File: src/sv/assert_macros.svh
// assertion helpers for the rtl, included by gif_lzw_decoder
`ifndef ASSERT_MACROS_SVH
`define ASSERT_MACROS_SVH
`ifndef SYNTHESIS
`define ASSERT_ALWAYS(lbl, clk, rst, prop, msg) \
  lbl: assert property (@(posedge clk) disable iff (rst) (prop)) else $error(msg);
`define ASSERT_IMPLY(lbl, clk, rst, ante, cons, msg) \
  lbl: assert property (@(posedge clk) disable iff (rst) (ante) |-> (cons)) else $error(msg);
`else
`define ASSERT_ALWAYS(lbl, clk, rst, prop, msg)
`define ASSERT_IMPLY(lbl, clk, rst, ante, cons, msg)
`endif
`endif

File: src/sv/glzw_ram.sv
`timescale 1ns / 1ps
module glzw_ram #(
  parameter int WIDTH = 8,
  parameter int DEPTH = 16
) (
  input  logic                     clk,
  input  logic                     we,
  input  logic [$clog2(DEPTH)-1:0] waddr,
  input  logic [WIDTH-1:0]         wdata,
  input  logic [$clog2(DEPTH)-1:0] raddr,
  output logic [WIDTH-1:0]         rdata
);
  logic [WIDTH-1:0] mem [DEPTH];

  always_ff @(posedge clk) begin
    if (we) begin
      mem[waddr] <= wdata;
    end
    rdata <= mem[raddr];
  end
endmodule

File: config.mk
export PLATFORM = sky130hd
export DESIGN_NAME = glzw_ram
export DESIGN_NICKNAME = d
export VERILOG_FILES = /design/src/sv/assert_macros.svh /design/src/sv/glzw_ram.sv
export SDC_FILE = /design/constraint.sdc
export NUM_CORES = 1
export LEC_CHECK = 0
export BUFFER_PORTS_ARGS = -buffer_cell sky130_fd_sc_hd__buf_4
export CORE_MARGIN = 2
export CORE_UTILIZATION = 35
export CTS_CLUSTER_DIAMETER = 60
export DETAILED_ROUTE_END_ITERATION = 8
export MAX_ROUTING_LAYER = met4
export PLACE_DENSITY = 0.62
export SLEW_MARGIN = 40
export SYNTH_ARGS = -nofsm -noshare
export SYNTH_HDL_FRONTEND = slang
export SYNTH_SLANG_ARGS = --single-unit
File: constraint.sdc
create_clock -name clk -period 2.1 [get_ports clk]
set_input_delay 0.105 -clock clk [delete_from_list [all_inputs] [get_ports clk]]
set_output_delay 0.105 -clock clk [all_outputs]
set_load 0.02 [all_outputs]
==> results by group <==
Run status
  • Status: complete, no violations

Worst setup path
  • Reg2Reg Setup Slack: 0.74 ns
  • Worst setup EP type: flip-flop
  • Crit-path max cell delay: approximately 0.50 ns
  • Reg2reg end: rdata[2]
  • Max FO, Critical Path: 1
  • Crit path required time: approximately 2.4 ns
  • Cell Chain, Critical Path: mux4_1, a22oi_1, nand2_1
  • Reg2Reg Depth: 3
  • Crit Path Class: flip-flop to flip-flop
  • Crit start category: flip-flop
  • CP max stage cell: mux4_1
  • Worst path arrival time: 1.65 ns
  • RR Startpoint: mem[0][2]

Synth
  • FF+latch count, synth: roughly 140
  • Synth top area cells: edfxtp_1 (75%), mux4_2 (7.9%), mux4_1 (7.1%), dfxtp_1 (3.1%), a22oi_1 (2.3%)
  • Yosys cell types: 19
  • Yosys warns: 0
  • Mapped cell area: approximately 5100 um^2
  • Synth area leader: edfxtp_1
  • Avg Cell Area, Syn: between 20 and 25 um^2
  • EDFF count, synth: about 130
  • Main flop type after synthesis: edfxtp_1
  • Seq/Total Area, Yosys: 0.7778
  • Net Count, Synth: 247
  • Asr flop ratio synth: 0
  • Synth top area share: 0.7467
  • Gate count of the mapped netlist: 229

Timing
  • Slew HR: 0.5251
  • Fmax: 732.9 MHz
  • Setup TNS: 0 ns
  • WHS: about 0.013 ns
  • Endpoints failing hold: 0
  • Slew Limit Fails: 0
  • Slew at the pin closest to its max-slew limit: 0.7110 ns
  • Clk_skew: about 0.0054 ns
  • Minimum clock period: 1.364 ns
  • Final period util: 0.6498
  • Unrepaired setup endpoints after global routing: no
  • Endpoints failing setup: 0

Floorplan
  • Core area: around 14000 um^2
  • Io pins: 26
  • Starting density of the core: 0.3569
  • Std cell rows: 44
  • Die area: between 15000 and 20000 um^2
  • Die W: ~130 um
  • Die height: ~130 um

Clocking
  • CTS Buf Count: 17
  • CTS tree: yes
  • H-tree levels: 4
  • Post-CTS Setup Bufs: 0
  • Clock sink count: 136
  • Root Buffer: clkbuf_16
  • Clk slew on worst S/H paths: ~0.050 ns
  • CTS Buffer Depth: 2
  • Clock Latency Late Sink: 0.41 ns

Hold path
  • Worst hold path type: primary input to flip-flop
  • Hold path start: wdata[5]
  • Hold path depth: 1
  • WHS Endpoint: mem[14][5]

Cells and area
  • Post-layout nets: approximately 310
  • Synthesis-to-finish area growth: 20.76%
  • Fin area: roughly 6200 um^2
  • Layout cells sized above 1: 0.3000
  • Antenna diode instance count: 0

GRT
  • Largest net degree at the start of global routing: 33
  • Number of global-route vias before repair: approximately 2600
  • Initial antenna violation count: 0
  • Total track usage: 0.1394
  • First-pass GRT wire length: between 15000 and 20000 um
  • Total gr overflow: 0

Route
  • Initial DRC count: 174
  • Post-Route WL: roughly 9600 um
  • Antenna-violating nets left: 0
  • Drt pass-1 iters: 4
  • Via-per-instance ratio: 4.955
  • DR WL/cell: just under 20 um
  • Remaining DRCs: 0
  • Via total after detailed routing: 2398

Power and ir drop
  • Leak Pwr: 2.096 nW
  • Total power: approximately 6 mW
  • Pwr dens: 962.5 nW/um^2
  • Worst vdd ir: between 0.6 and 0.7 mV

Place
  • PortBufs: 25
  • Placed Area: ~5600 um^2
  • Dpl hpwl: 6129 um
  • Final Wtd Congestion: 0.7396

Run
  • Max-cap violations: 0
cells in the final DEF, fill, tap and decap left out:
master / instances
nor2_1: 13
edfxtp_1: 128
mux4_2: 18
and2_1: 1
clkbuf_16: 17
a22oi_1: 16
buf_4: 42
clkbuf_1: 3
clkinvlp_4: 3
nor2b_1: 1
nor3_1: 4
clkinv_1: 1
mux4_1: 14
or3b_2: 1
dfxtp_1: 8
buf_12: 1
clkinv_2: 5
nand3b_1: 2
nand2_1: 9
clkbuf_8: 3
nand2b_1: 2
and2b_1: 1
dlygate4sd3_1: 6
nand3_1: 1
through the flow:
step	setup slack, ns	cells	util
final	0.7355	484	0.4310
after global routing	0.6687	484	0.4310
after CTS	0.7112	484	0.4310
after detailed placement	0.5134	446	0.3901
after global placement	0.5441	446	0.3901
after floorplan	0.5021	229	-
metal layers:
metal / share of wire / vias up / wire length [um] / GRT usage
met3: 0.040 / 11 / 382 / 0.04407
met5: 0 / - / 0 / -
met1: 0.46 / 1242 / 4461 / 0.1800
li1: - / 1093 / - / -
met4: 0.015 / 0 / 148 / 0.05098
met2: 0.48 / 52 / 4604 / 0.2088
synth_stat cells, types with 2 or more instances:
cell type,count
dfxtp_1,8
nand2b_1,2
nor3_1,4
buf_2,3
a22oi_1,16
edfxtp_1,128
nor2_1,13
mux4_1,14
mux4_2,18
buf_6,3
clkdlybuf4s25_2,3
nand2_1,9
nand3b_1,2
area by class of cell:
| type | instances | area, um^2 |
|---|---|---|
| multi-input combinational | 83 | 1057 |
| fill | 1270 | 8208 |
| clock inverter | 9 | 51.30 |
| tap | 184 | 230.2 |
| clock buffer | 23 | 478.0 |
| timing repair buffer | 49 | 395.4 |
| sequential | 136 | 4004 |
power breakdown:
group / switching [mW] / total (mW) / internal [mW] / leakage, nW
Sequential: 0.0196 / 3.06 / 3.04 / 1.22
Clock: 1.03 / 2.61 / 1.58 / 0.256
Combinational: 0.172 / 0.317 / 0.145 / 0.617
how the worst max path moves through the flow:
stage	start	to	slack (ns)	cells after the start
2_1_floorplan	waddr[2]	mem[0][0]	0.50	2
3_3_place_gp	raddr[0]	rdata[2]	0.54	5
3_5_place_dp	raddr[0]	rdata[2]	0.51	5
4_1_cts	mem[5][1]	rdata[1]	0.71	3
5_1_grt	mem[5][1]	rdata[1]	0.67	3
6_report	mem[0][2]	rdata[2]	0.74	3
timing repair:
item / 4_1_cts / 5_1_grt
hold buffers: 6 / 0
gates resized for setup: 0 / 0
hold endpoints to repair: 65 / 0
registers in the layout, indices dropped and copies added, names as in the netlist:
register,count
rdata,8
mem,128
critical path: cells and delay by family, from the launching register on:
| kind | cells | cell delay, ns |
|---|---|---|
| mux | 1 | 0.50 |
| flops | 1 | 0.36 |
| compound gates | 1 | 0.29 |
| simple gates | 1 | 0.10 |
kinds of logic (layout without fill, tap and decap cells):
kind of cell	after synthesis	in the layout	synth area share
flops	136	136	0.7778
simple gates	35	35	0.03184
mux	32	32	0.1502
compound gates	16	16	0.02334
buf+inv	10	81	0.01677
No activity file was read; power rests on OpenSTA's default activity.
