File: config.mk
export PLATFORM = sky130hd
export DESIGN_NAME = glzw_bitq
export DESIGN_NICKNAME = d
export VERILOG_FILES = /design/src/sv/assert_macros.svh /design/src/sv/glzw_pkg.sv /design/src/sv/glzw_ram.sv /design/src/sv/glzw_bitq.sv
export SDC_FILE = /design/constraint.sdc
export NUM_CORES = 1
export LEC_CHECK = 0
export BUFFER_PORTS_ARGS = -buffer_cell sky130_fd_sc_hd__buf_4
export CORE_ASPECT_RATIO = 0.9
export CORE_MARGIN = 5
export CORE_UTILIZATION = 67
export DETAILED_ROUTE_END_ITERATION = 7
export PLACE_DENSITY = 0.83
export SYNTH_ARGS = -nofsm -noshare
export SYNTH_HDL_FRONTEND = slang
export SYNTH_SLANG_ARGS = --single-unit
File: constraint.sdc
create_clock -name clk -period 8.2 [get_ports clk]
set_input_delay 0.82 -clock clk [delete_from_list [all_inputs] [get_ports clk]]
set_output_delay 0.82 -clock clk [all_outputs]
set_load 0.02 [all_outputs]
File: src/sv/assert_macros.svh
// assertion helpers for the rtl, included by gif_lzw_decoder
`ifndef ASSERT_MACROS_SVH
`define ASSERT_MACROS_SVH
`ifndef SYNTHESIS
`define ASSERT_ALWAYS(lbl, clk, rst, prop, msg) \
  lbl: assert property (@(posedge clk) disable iff (rst) (prop)) else $error(msg);
`define ASSERT_IMPLY(lbl, clk, rst, ante, cons, msg) \
  lbl: assert property (@(posedge clk) disable iff (rst) (ante) |-> (cons)) else $error(msg);
`else
`define ASSERT_ALWAYS(lbl, clk, rst, prop, msg)
`define ASSERT_IMPLY(lbl, clk, rst, ante, cons, msg)
`endif
`endif

File: src/sv/glzw_pkg.sv
`timescale 1ns / 1ps
package glzw_pkg;
  localparam int TABLE_SIZE_DEF    = 4096;
  localparam int MAX_CODE_BITS_DEF = 12;
  localparam int FIFO_DEPTH_DEF    = 16;

  localparam int CODE_W = 12;
  localparam int NFC_W  = 13;
  localparam int CW_W   = 4;
  localparam int MCS_W  = 4;

  localparam logic [MCS_W-1:0] MCS_RESET = 4'd8;
  localparam logic [MCS_W-1:0] MCS_MIN   = 4'd2;
  localparam logic [MCS_W-1:0] MCS_MAX   = 4'd8;

  localparam logic [1:0] MODE_PUSH    = 2'd0;
  localparam logic [1:0] MODE_READ    = 2'd1;
  localparam logic [1:0] MODE_RESTART = 2'd2;

  localparam logic [2:0] ST_BYTE     = 3'd0;
  localparam logic [2:0] ST_STARVED  = 3'd1;
  localparam logic [2:0] ST_PAD      = 3'd2;
  localparam logic [2:0] ST_ACCEPT   = 3'd3;
  localparam logic [2:0] ST_REJECT   = 3'd4;
  localparam logic [2:0] ST_RESTART  = 3'd5;

  typedef struct packed {
    logic push;
    logic flush;
    logic take;
  } bq_ctl_t;
endpackage

File: src/sv/glzw_ram.sv
`timescale 1ns / 1ps
module glzw_ram #(
  parameter int WIDTH = 8,
  parameter int DEPTH = 16
) (
  input  logic                     clk,
  input  logic                     we,
  input  logic [$clog2(DEPTH)-1:0] waddr,
  input  logic [WIDTH-1:0]         wdata,
  input  logic [$clog2(DEPTH)-1:0] raddr,
  output logic [WIDTH-1:0]         rdata
);
  logic [WIDTH-1:0] mem [DEPTH];

  always_ff @(posedge clk) begin
    if (we) begin
      mem[waddr] <= wdata;
    end
    rdata <= mem[raddr];
  end
endmodule

File: src/sv/glzw_bitq.sv
`timescale 1ns / 1ps
module glzw_bitq import glzw_pkg::*; #(
  parameter int FIFO_DEPTH = FIFO_DEPTH_DEF,
  parameter int QW = $clog2(8 * FIFO_DEPTH + 1)
) (
  input  logic              clk,
  input  logic              rst,
  input  bq_ctl_t           ctl,
  input  logic [7:0]        push_byte,
  input  logic [CW_W-1:0]   take_n,
  output logic [QW-1:0]     bits,
  output logic              done,
  output logic [CODE_W-1:0] code
);
  // one spare byte slot covers a partly consumed head byte
  localparam int QD  = FIFO_DEPTH + 1;
  localparam int QAW = $clog2(QD);

  typedef enum logic [1:0] {B_IDLE, B_ADDR, B_DATA, B_DONE} bstate_t;

  bstate_t          st;
  logic [QAW-1:0]   wr_ptr, rd_ptr;
  logic [2:0]       off;
  logic [CW_W-1:0]  remain, shift;
  logic [7:0]       rdata, shifted, mask, piece;
  logic [CW_W-1:0]  avail, t;
  logic [CW_W-1:0]  off_sum;

  function automatic logic [QAW-1:0] bump(input logic [QAW-1:0] p);
    return (p == QAW'(QD - 1)) ? '0 : p + 1'b1;
  endfunction

  glzw_ram #(.WIDTH(8), .DEPTH(QD)) u_q (
    .clk(clk), .we(ctl.push), .waddr(wr_ptr), .wdata(push_byte),
    .raddr(rd_ptr), .rdata(rdata)
  );

  always_comb begin
    avail   = CW_W'(8) - {1'b0, off};
    t       = (avail < remain) ? avail : remain;
    shifted = rdata >> off;
    mask    = (8'd1 << t) - 8'd1;
    piece   = shifted & mask;
    off_sum = {1'b0, off} + t;
  end

  assign done = (st == B_DONE);

  always_ff @(posedge clk) begin
    if (rst) begin
      st     <= B_IDLE;
      wr_ptr <= '0;
      rd_ptr <= '0;
      off    <= '0;
      bits   <= '0;
      remain <= '0;
      shift  <= '0;
      code   <= '0;
    end else begin
      if (ctl.push) begin
        wr_ptr <= bump(wr_ptr);
        bits   <= bits + QW'(8);
      end
      if (ctl.flush) begin
        rd_ptr <= wr_ptr;
        off    <= '0;
        bits   <= '0;
      end
      unique case (st)
        B_IDLE, B_DONE: begin
          st <= B_IDLE;
          if (ctl.take) begin
            remain <= take_n;
            shift  <= '0;
            code   <= '0;
            st     <= B_ADDR;
          end
        end
        B_ADDR: st <= B_DATA;
        B_DATA: begin
          code   <= code | (CODE_W'(piece) << shift);
          shift  <= shift + t;
          remain <= remain - t;
          bits   <= bits - QW'(t);
          if (off_sum[3]) begin
            off    <= '0;
            rd_ptr <= bump(rd_ptr);
          end else begin
            off <= off_sum[2:0];
          end
          st <= (remain == t) ? B_DONE : B_ADDR;
        end
        default: st <= B_IDLE;
      endcase
    end
  end
endmodule

==> results.yml, run 1 <==
power_and_ir_drop:
  ir_drop_v: 0.000199
  p_per_area_nw_per_um2: 212
  leakagePower_nw: 3.41
  power.total_mw: 2.12
clocking:
  htreeDepth: 4
  clock-sinks: 187
  clk-insertion-delay-late_ns: 0.43
  ctsResizeCount: 0
  root_buffer: "clkbuf_16"
  post-cts-setup-buffer-count: 0
  cts_tree: "done"
  numCtsBuffers: 17
  cts_buffer_depth: 2
  cts.clk_slew.worst_paths_ns: 0.07
  ctsHoldBuffers: 0
worst_setup_path:
  required_ns: 8.54
  cp-startpoint: "off[0]"
  reg2regPathDepth: 16
  critPathMaxFanout: 18
  crit_path_end: "code[9]"
  crit_path_end_kind: "register"
  crit_slowest_cell: "dfxtp_1"
  critPathLaunchType: "register"
  timing.rr.end: "code[9]"
  crit_top_cell: "ha_1"
  timing.rr.start: "off[0]"
  cp.depth: 16
  worst-setup-path-type: "register to register"
  reg2reg_slack_ns: 2.34
  critPathMaxStageDelay_ns: 0.79
  crit_family: "compound AO/OA/AOI/OAI gates"
  critPathBufInv: 1
  cp.arrival_ns: 6.20
  worstPathCellList: "inv_1, ha_1, xnor2_2, ha_1, o21ai_0, nor2b_1, nor2_1, o21ai_0, o211ai_1, ha_1, or3_2, a211oi_1, o22ai_1, a211oi_1, nor4_1, o31ai_1"
detailed_routing:
  first_pass_iters: 5
  finalWirelength_mm: 20.4
  vias: 6088
  wl_per_cell_um: 23.0
  drc: 0
  ant_nets: 0
  drt_iter0_markers: 675
  avgViaCountPerCell: 6.85
timing:
  postLayoutSetupSlackWorst_ns: 2.34
  setup_tns_ns: 0
  tightest_slew_ns: 0.984
  slew_headroom: 0.341
  rsz0062_at_grt: "no"
  hold_viol: 0
  finalCriticalPeriod_ns: 5.86
  finalCritPeriodShare: 0.715
  skew_ns: 0.00900
  setup_viol: 0
  slew_viol_final: 0
  max_freq_ghz: 0.171
logic_synthesis:
  yosys_warnings: 0
  synth_nets: 734
  ys_seq_area_frac: 0.564
  yosys_register_bits: 187
  synth-main-ff-cell: "edfxtp_1"
  syn_inst: 684
  ys_types: 74
  synth-async-reset-ratio: 0
  syn_area_um2: 9060
  syn_avg_cell_area_um2: 13.2
  synth_edf_count: 136
status:
  outcome: "completed"
cells_and_area:
  layout-drive-gt1-share: 0.212
  antenna_cells: 0
  fin_cells: 889
  final_common_cell: "edfxtp_1"
  final_cell_mix: "edfxtp_1 (136), nor2_1 (58), dfxtp_1 (50)"
  post-route-util: 0.749
  nNetsFinal: 758
  area_growth_pct: 10.1
floorplan:
  floorplan.die_area_um2: 15900
  die_x_um: 133
  die_y_um: 120
  placementRows: 40
  initial_utilization: 0.680
  ios: 38
  fp.coreArea_um2: 13300
global_routing:
  grt_max_degree: 37
  antenna_found_initial: 0
  grt_overflow_total: 0
  grt_pass1_vias: 5845
  grt_use_total: 0.269
  grt_pass1_wl_mm: 32.8
hold_path:
  hold_class: "register to register"
  hp-start: "code[2]"
placed_design:
  pre_cts_ws_ns: 2.55
  dp_hpwl_mm: 13.7
  dp_cells: 857
  io_buffer_count: 37
  gp_congestion: 0.964
flow_run:
  drv_cap: 0
cell families after synthesis:
kind of cell             share of synthesized area
adder cells (fa/ha/maj)                     0.0502
buffers and inverters                       0.0329
multiplexers                                 0.133
AND/OR/NAND/NOR                              0.104
XOR/XNOR                                    0.0163
flip-flops                                   0.564
AO/OA/AOI/OAI                                0.100
Yosys cell counts (all sizes together) (10+ instances only):
library cell	number	area, um^2
a211oi	10	75.1
buf	17	103
mux4	43	968
a21oi	28	140
nor2	58	218
inv	28	105
clkbuf	22	82.6
ha	29	363
edfxtp	136	4080
nand4	12	75.1
nand2	30	113
a22oi	10	80.1
nand2b	13	81.3
o21ai	22	114
mux2	14	158
nand3	16	80.1
nor3	28	155
dfxtp	51	1020
layer usage:
| layer | global-route usage | part of all wire | vias up |
|---|---|---|---|
| met3 | 0.0541 | 0.087 | 40 |
| met2 | 0.427 | 0.49 | 366 |
| met4 | 0.0747 | 0.017 | 0 |
| li1 | - | - | 2699 |
| met1 | 0.386 | 0.40 | 2983 |
| met5 | 0 | 0 | - |
worst reg2reg max path, delay by kind of cell (launching register included):
family | cells | cell delay, ns
compound gates | 7 | 2.04
xor+xnor | 1 | 0.31
fa+ha+maj | 3 | 0.93
buf+inv | 1 | 0.21
flops | 1 | 0.79
simple gates | 4 | 1.49
where the power goes:
part | switching [mW] | total (mW) | internal (mW)
registers | 0.0193 | 1.05 | 1.03
clock network | 0.364 | 0.778 | 0.414
logic | 0.172 | 0.285 | 0.114
worst min path at each step:
stage                               to  slack (ns)  cells after the start
after CTS                      code[2]        0.46                      2
final                          code[2]        0.45                      2
after global routing           code[2]        0.47                      2
after floorplan           u_q.rdata[0]        0.45                      1
after detailed placement       code[2]        0.45                      2
after global placement         code[2]        0.44                      2
flip-flops by register name (all words and copies together) (netlist names):
| signal | flops |
|---|---|
| u_q.mem | 136 |
| bits | 8 |
| shift | 4 |
| off | 3 |
| u_q.rdata | 8 |
| remain | 4 |
| st | 2 |
| wr_ptr | 5 |
| code | 12 |
| rd_ptr | 5 |
final cells by class:
cell class	instances	area, um^2
fillers	805	3340
clock buffers	20	457
inverters	30	113
repair buffers	44	330
clock inverters	12	101
well taps	168	210
multi-input cells	428	3650
flip-flops and latches	187	5110
stage by stage:
stage / hold slack, ns / instance area, um^2
final: 0.452 / 9970
after floorplan: 0.448 / 9060
after global routing: 0.472 / 9970
after CTS: 0.456 / 9970
after global placement: 0.441 / 9410
after detailed placement: 0.447 / 9410
(Power assumes the default switching activity.)
==> run 2: changes to the inputs <==
--- a/config.mk
+++ b/config.mk
@@ -8,9 +8,9 @@
 export BUFFER_PORTS_ARGS = -buffer_cell sky130_fd_sc_hd__buf_4
 export CORE_ASPECT_RATIO = 0.9
 export CORE_MARGIN = 5
-export CORE_UTILIZATION = 67
+export CORE_UTILIZATION = 62
 export DETAILED_ROUTE_END_ITERATION = 7
-export PLACE_DENSITY = 0.83
+export PLACE_DENSITY = 0.77
 export SYNTH_ARGS = -nofsm -noshare
 export SYNTH_HDL_FRONTEND = slang
 export SYNTH_SLANG_ARGS = --single-unit
==> constraint.sdc (replaced) <==
create_clock -name clk -period 6.1 [get_ports clk]
set_input_delay 0.61 -clock clk [delete_from_list [all_inputs] [get_ports clk]]
set_output_delay 0.61 -clock clk [all_outputs]
set_load 0.02 [all_outputs]
==> run 2 against run 1 <==
- critical path depth grew 1
- via count shrank 2.3%
- fmax is 19% higher
- non-clock buffer count is 2 higher
- design area is 0.54% higher
- combinational power is 36% higher
- sequential share of layout area decreased by 0.27 points
- power up 35%
- setup slack worse by 1.2 ns
- first-iteration DRC count is 11% lower
- largest cell class unchanged
- largest power group unchanged
- highest routed layer unchanged
==> results.yml, run 2 (synthesis gave the netlist of run 1 again) <==
status:
  outcome: "completed"
flow_run:
  drv_cap: 0
cells_and_area:
  top_register: "u_q.mem"
  final_common_cell: "edfxtp_1"
  largestRegisters: "u_q.mem x136, code x12"
  layout-drive-gt1-share: 0.213
  nFillCells: 989
  antenna_cells: 0
  nNetsFinal: 760
  largest_reg_flops: 136
  fin_cells: 915
  area_growth_pct: 10.7
  final_cell_mix: "edfxtp_1 (136), nor2_1 (58), dfxtp_1 (50)"
detailed_routing:
  ant_nets: 0
  drt_iter0_markers: 598
  drc: 0
  avgViaCountPerCell: 6.50
  finalWirelength_mm: 20.3
  vias: 5946
  first_pass_iters: 5
  wl_per_cell_um: 22.2
clocking:
  ctsResizeCount: 0
  ctsHoldBuffers: 0
  htreeDepth: 4
  clk-insertion-delay-late_ns: 0.43
  cts_buffer_depth: 2
  post-cts-setup-buffer-count: 0
  numCtsBuffers: 17
  cts.clk_slew.worst_paths_ns: 0.07
  root_buffer: "clkbuf_16"
  cts_tree: "done"
  clock-sinks: 187
floorplan:
  initial_utilization: 0.640
  fp.coreArea_um2: 14200
  ios: 38
  die_y_um: 125
  placementRows: 41
  die_x_um: 137
  floorplan.die_area_um2: 17100
power_and_ir_drop:
  power.total_mw: 2.86
  swShare: 0.261
  leakagePower_nw: 3.41
  p_per_area_nw_per_um2: 285
  ir_drop_v: 0.000203
  p_comb_frac: 0.136
  seq_power_share: 0.495
  pwr-share-clk: 0.369
  switchingPower_mw: 0.747
  intPower_mw: 2.11
timing:
  slew_viol_final: 0
  setup_tns_ns: 0
  max_freq_ghz: 0.203
  tightest_slew_ns: 0.861
  slew_headroom: 0.419
  finalCritPeriodShare: 0.809
  setup_viol: 0
  skew_ns: 0.00845
  rsz0062_at_grt: "no"
  hold_viol: 0
  hold_slack_ns: 0.467
  finalCriticalPeriod_ns: 4.94
worst_setup_path:
  required_ns: 6.44
  crit_top_cell: "ha_1"
  worstPathCellList: "inv_1, ha_1, xnor2_2, ha_1, o21ai_0, nor2b_1, buf_4, nor2_1, o21ai_0, o211ai_1, ha_1, or3_2, a211oi_1, o22ai_1, a211oi_1, nor4_1, o31ai_1"
  critPathLaunchType: "register"
  crit_slowest_cell: "dfxtp_1"
  worst-setup-path-type: "register to register"
  crit_family: "compound AO/OA/AOI/OAI gates"
  cp.arrival_ns: 5.28
  critPathMaxFanout: 18
  critPathBufInv: 2
  critPathMaxStageDelay_ns: 0.79
  crit_path_end_kind: "register"
placed_design:
  io_buffer_count: 37
  dp_hpwl_mm: 13.7
  gp_congestion: 0.866
  dp_cells: 884
global_routing:
  grt_pass1_wl_mm: 32.4
  grt_pass1_vias: 5835
  antenna_found_initial: 0
  grt_overflow_total: 0
  grt_use_total: 0.249
  grt_max_degree: 37
hold_path:
  hold_class: "register to register"
## run 2: cell types whose count changed in the layout (fill, tap and decap cells not counted)
cell	delta
clkbuf_1	-1
clkinv_2	-2
inv_6	-3
inv_8	-1
clkinvlp_2	+1
clkinv_8	+1
buf_4	+2
clkinv_1	+1
clkinvlp_4	+3
clkbuf_8	-2
clkinv_4	+1
bufinv_16	+1
## run 2: final cells by class
type,instances,area (um^2),area share
inverters,30,113,0.0112
flip-flops and latches,187,5110,0.509
clock buffers,17,425,0.0424
multi-input cells,428,3650,0.364
well taps,193,241,0.0241
clock inverters,14,140,0.0140
repair buffers,46,345,0.0344
## run 2: power groups by stage
stage                     clock network [mW]  registers (mW)  logic, mW
final                                   1.06            1.42      0.388
after global routing                    1.13            1.42      0.422
after CTS                               1.07            1.42      0.382
after detailed placement                   0            1.44      0.379
after global placement                     0            1.44      0.372
after floorplan                            0            1.44      0.265
## run 2: metal layers
metal / track usage / wire [um] / vias up
li1: - / - / 2700
met1: 0.380 / 9050 / 2997
met5: 0 / 0 / -
met3: 0.0545 / 1460 / 23
met4: 0.0481 / 204 / 0
met2: 0.372 / 9570 / 226
## run 2: final timing paths
check / startpoint / end / slack, ns / cells past startpoint
min reg2reg: code[2] / code[2] / 0.47 / 2
min: code[2] / code[2] / 0.47 / 2
max reg2reg: off[0] / code[9] / 1.16 / 17
max: off[0] / code[9] / 1.16 / 17
## run 2: worst register-to-register path: stages, from the launching register on
cell	delay, ns
dfxtp_1	0.79
inv_1	0.20
ha_1	0.26
xnor2_2	0.31
ha_1	0.30
o21ai_0	0.19
nor2b_1	0.15
buf_4	0.18
nor2_1	0.12
o21ai_0	0.22
o211ai_1	0.14
ha_1	0.34
or3_2	0.48
a211oi_1	0.22
o22ai_1	0.15
a211oi_1	0.44
nor4_1	0.11
o31ai_1	0.27
## run 2: stage by stage
| stage | utilization | worst slack, ns | area (um^2) |
|---|---|---|---|
| 4_1_cts | 0.708 | 1.21 | 10000 |
| 5_1_grt | 0.708 | 0.749 | 10000 |
| 3_3_place_gp | 0.668 | 1.31 | 9460 |
| 2_1_floorplan | - | 1.61 | 9060 |
| 3_5_place_dp | 0.668 | 1.23 | 9460 |
| 6_report | 0.708 | 1.16 | 10000 |
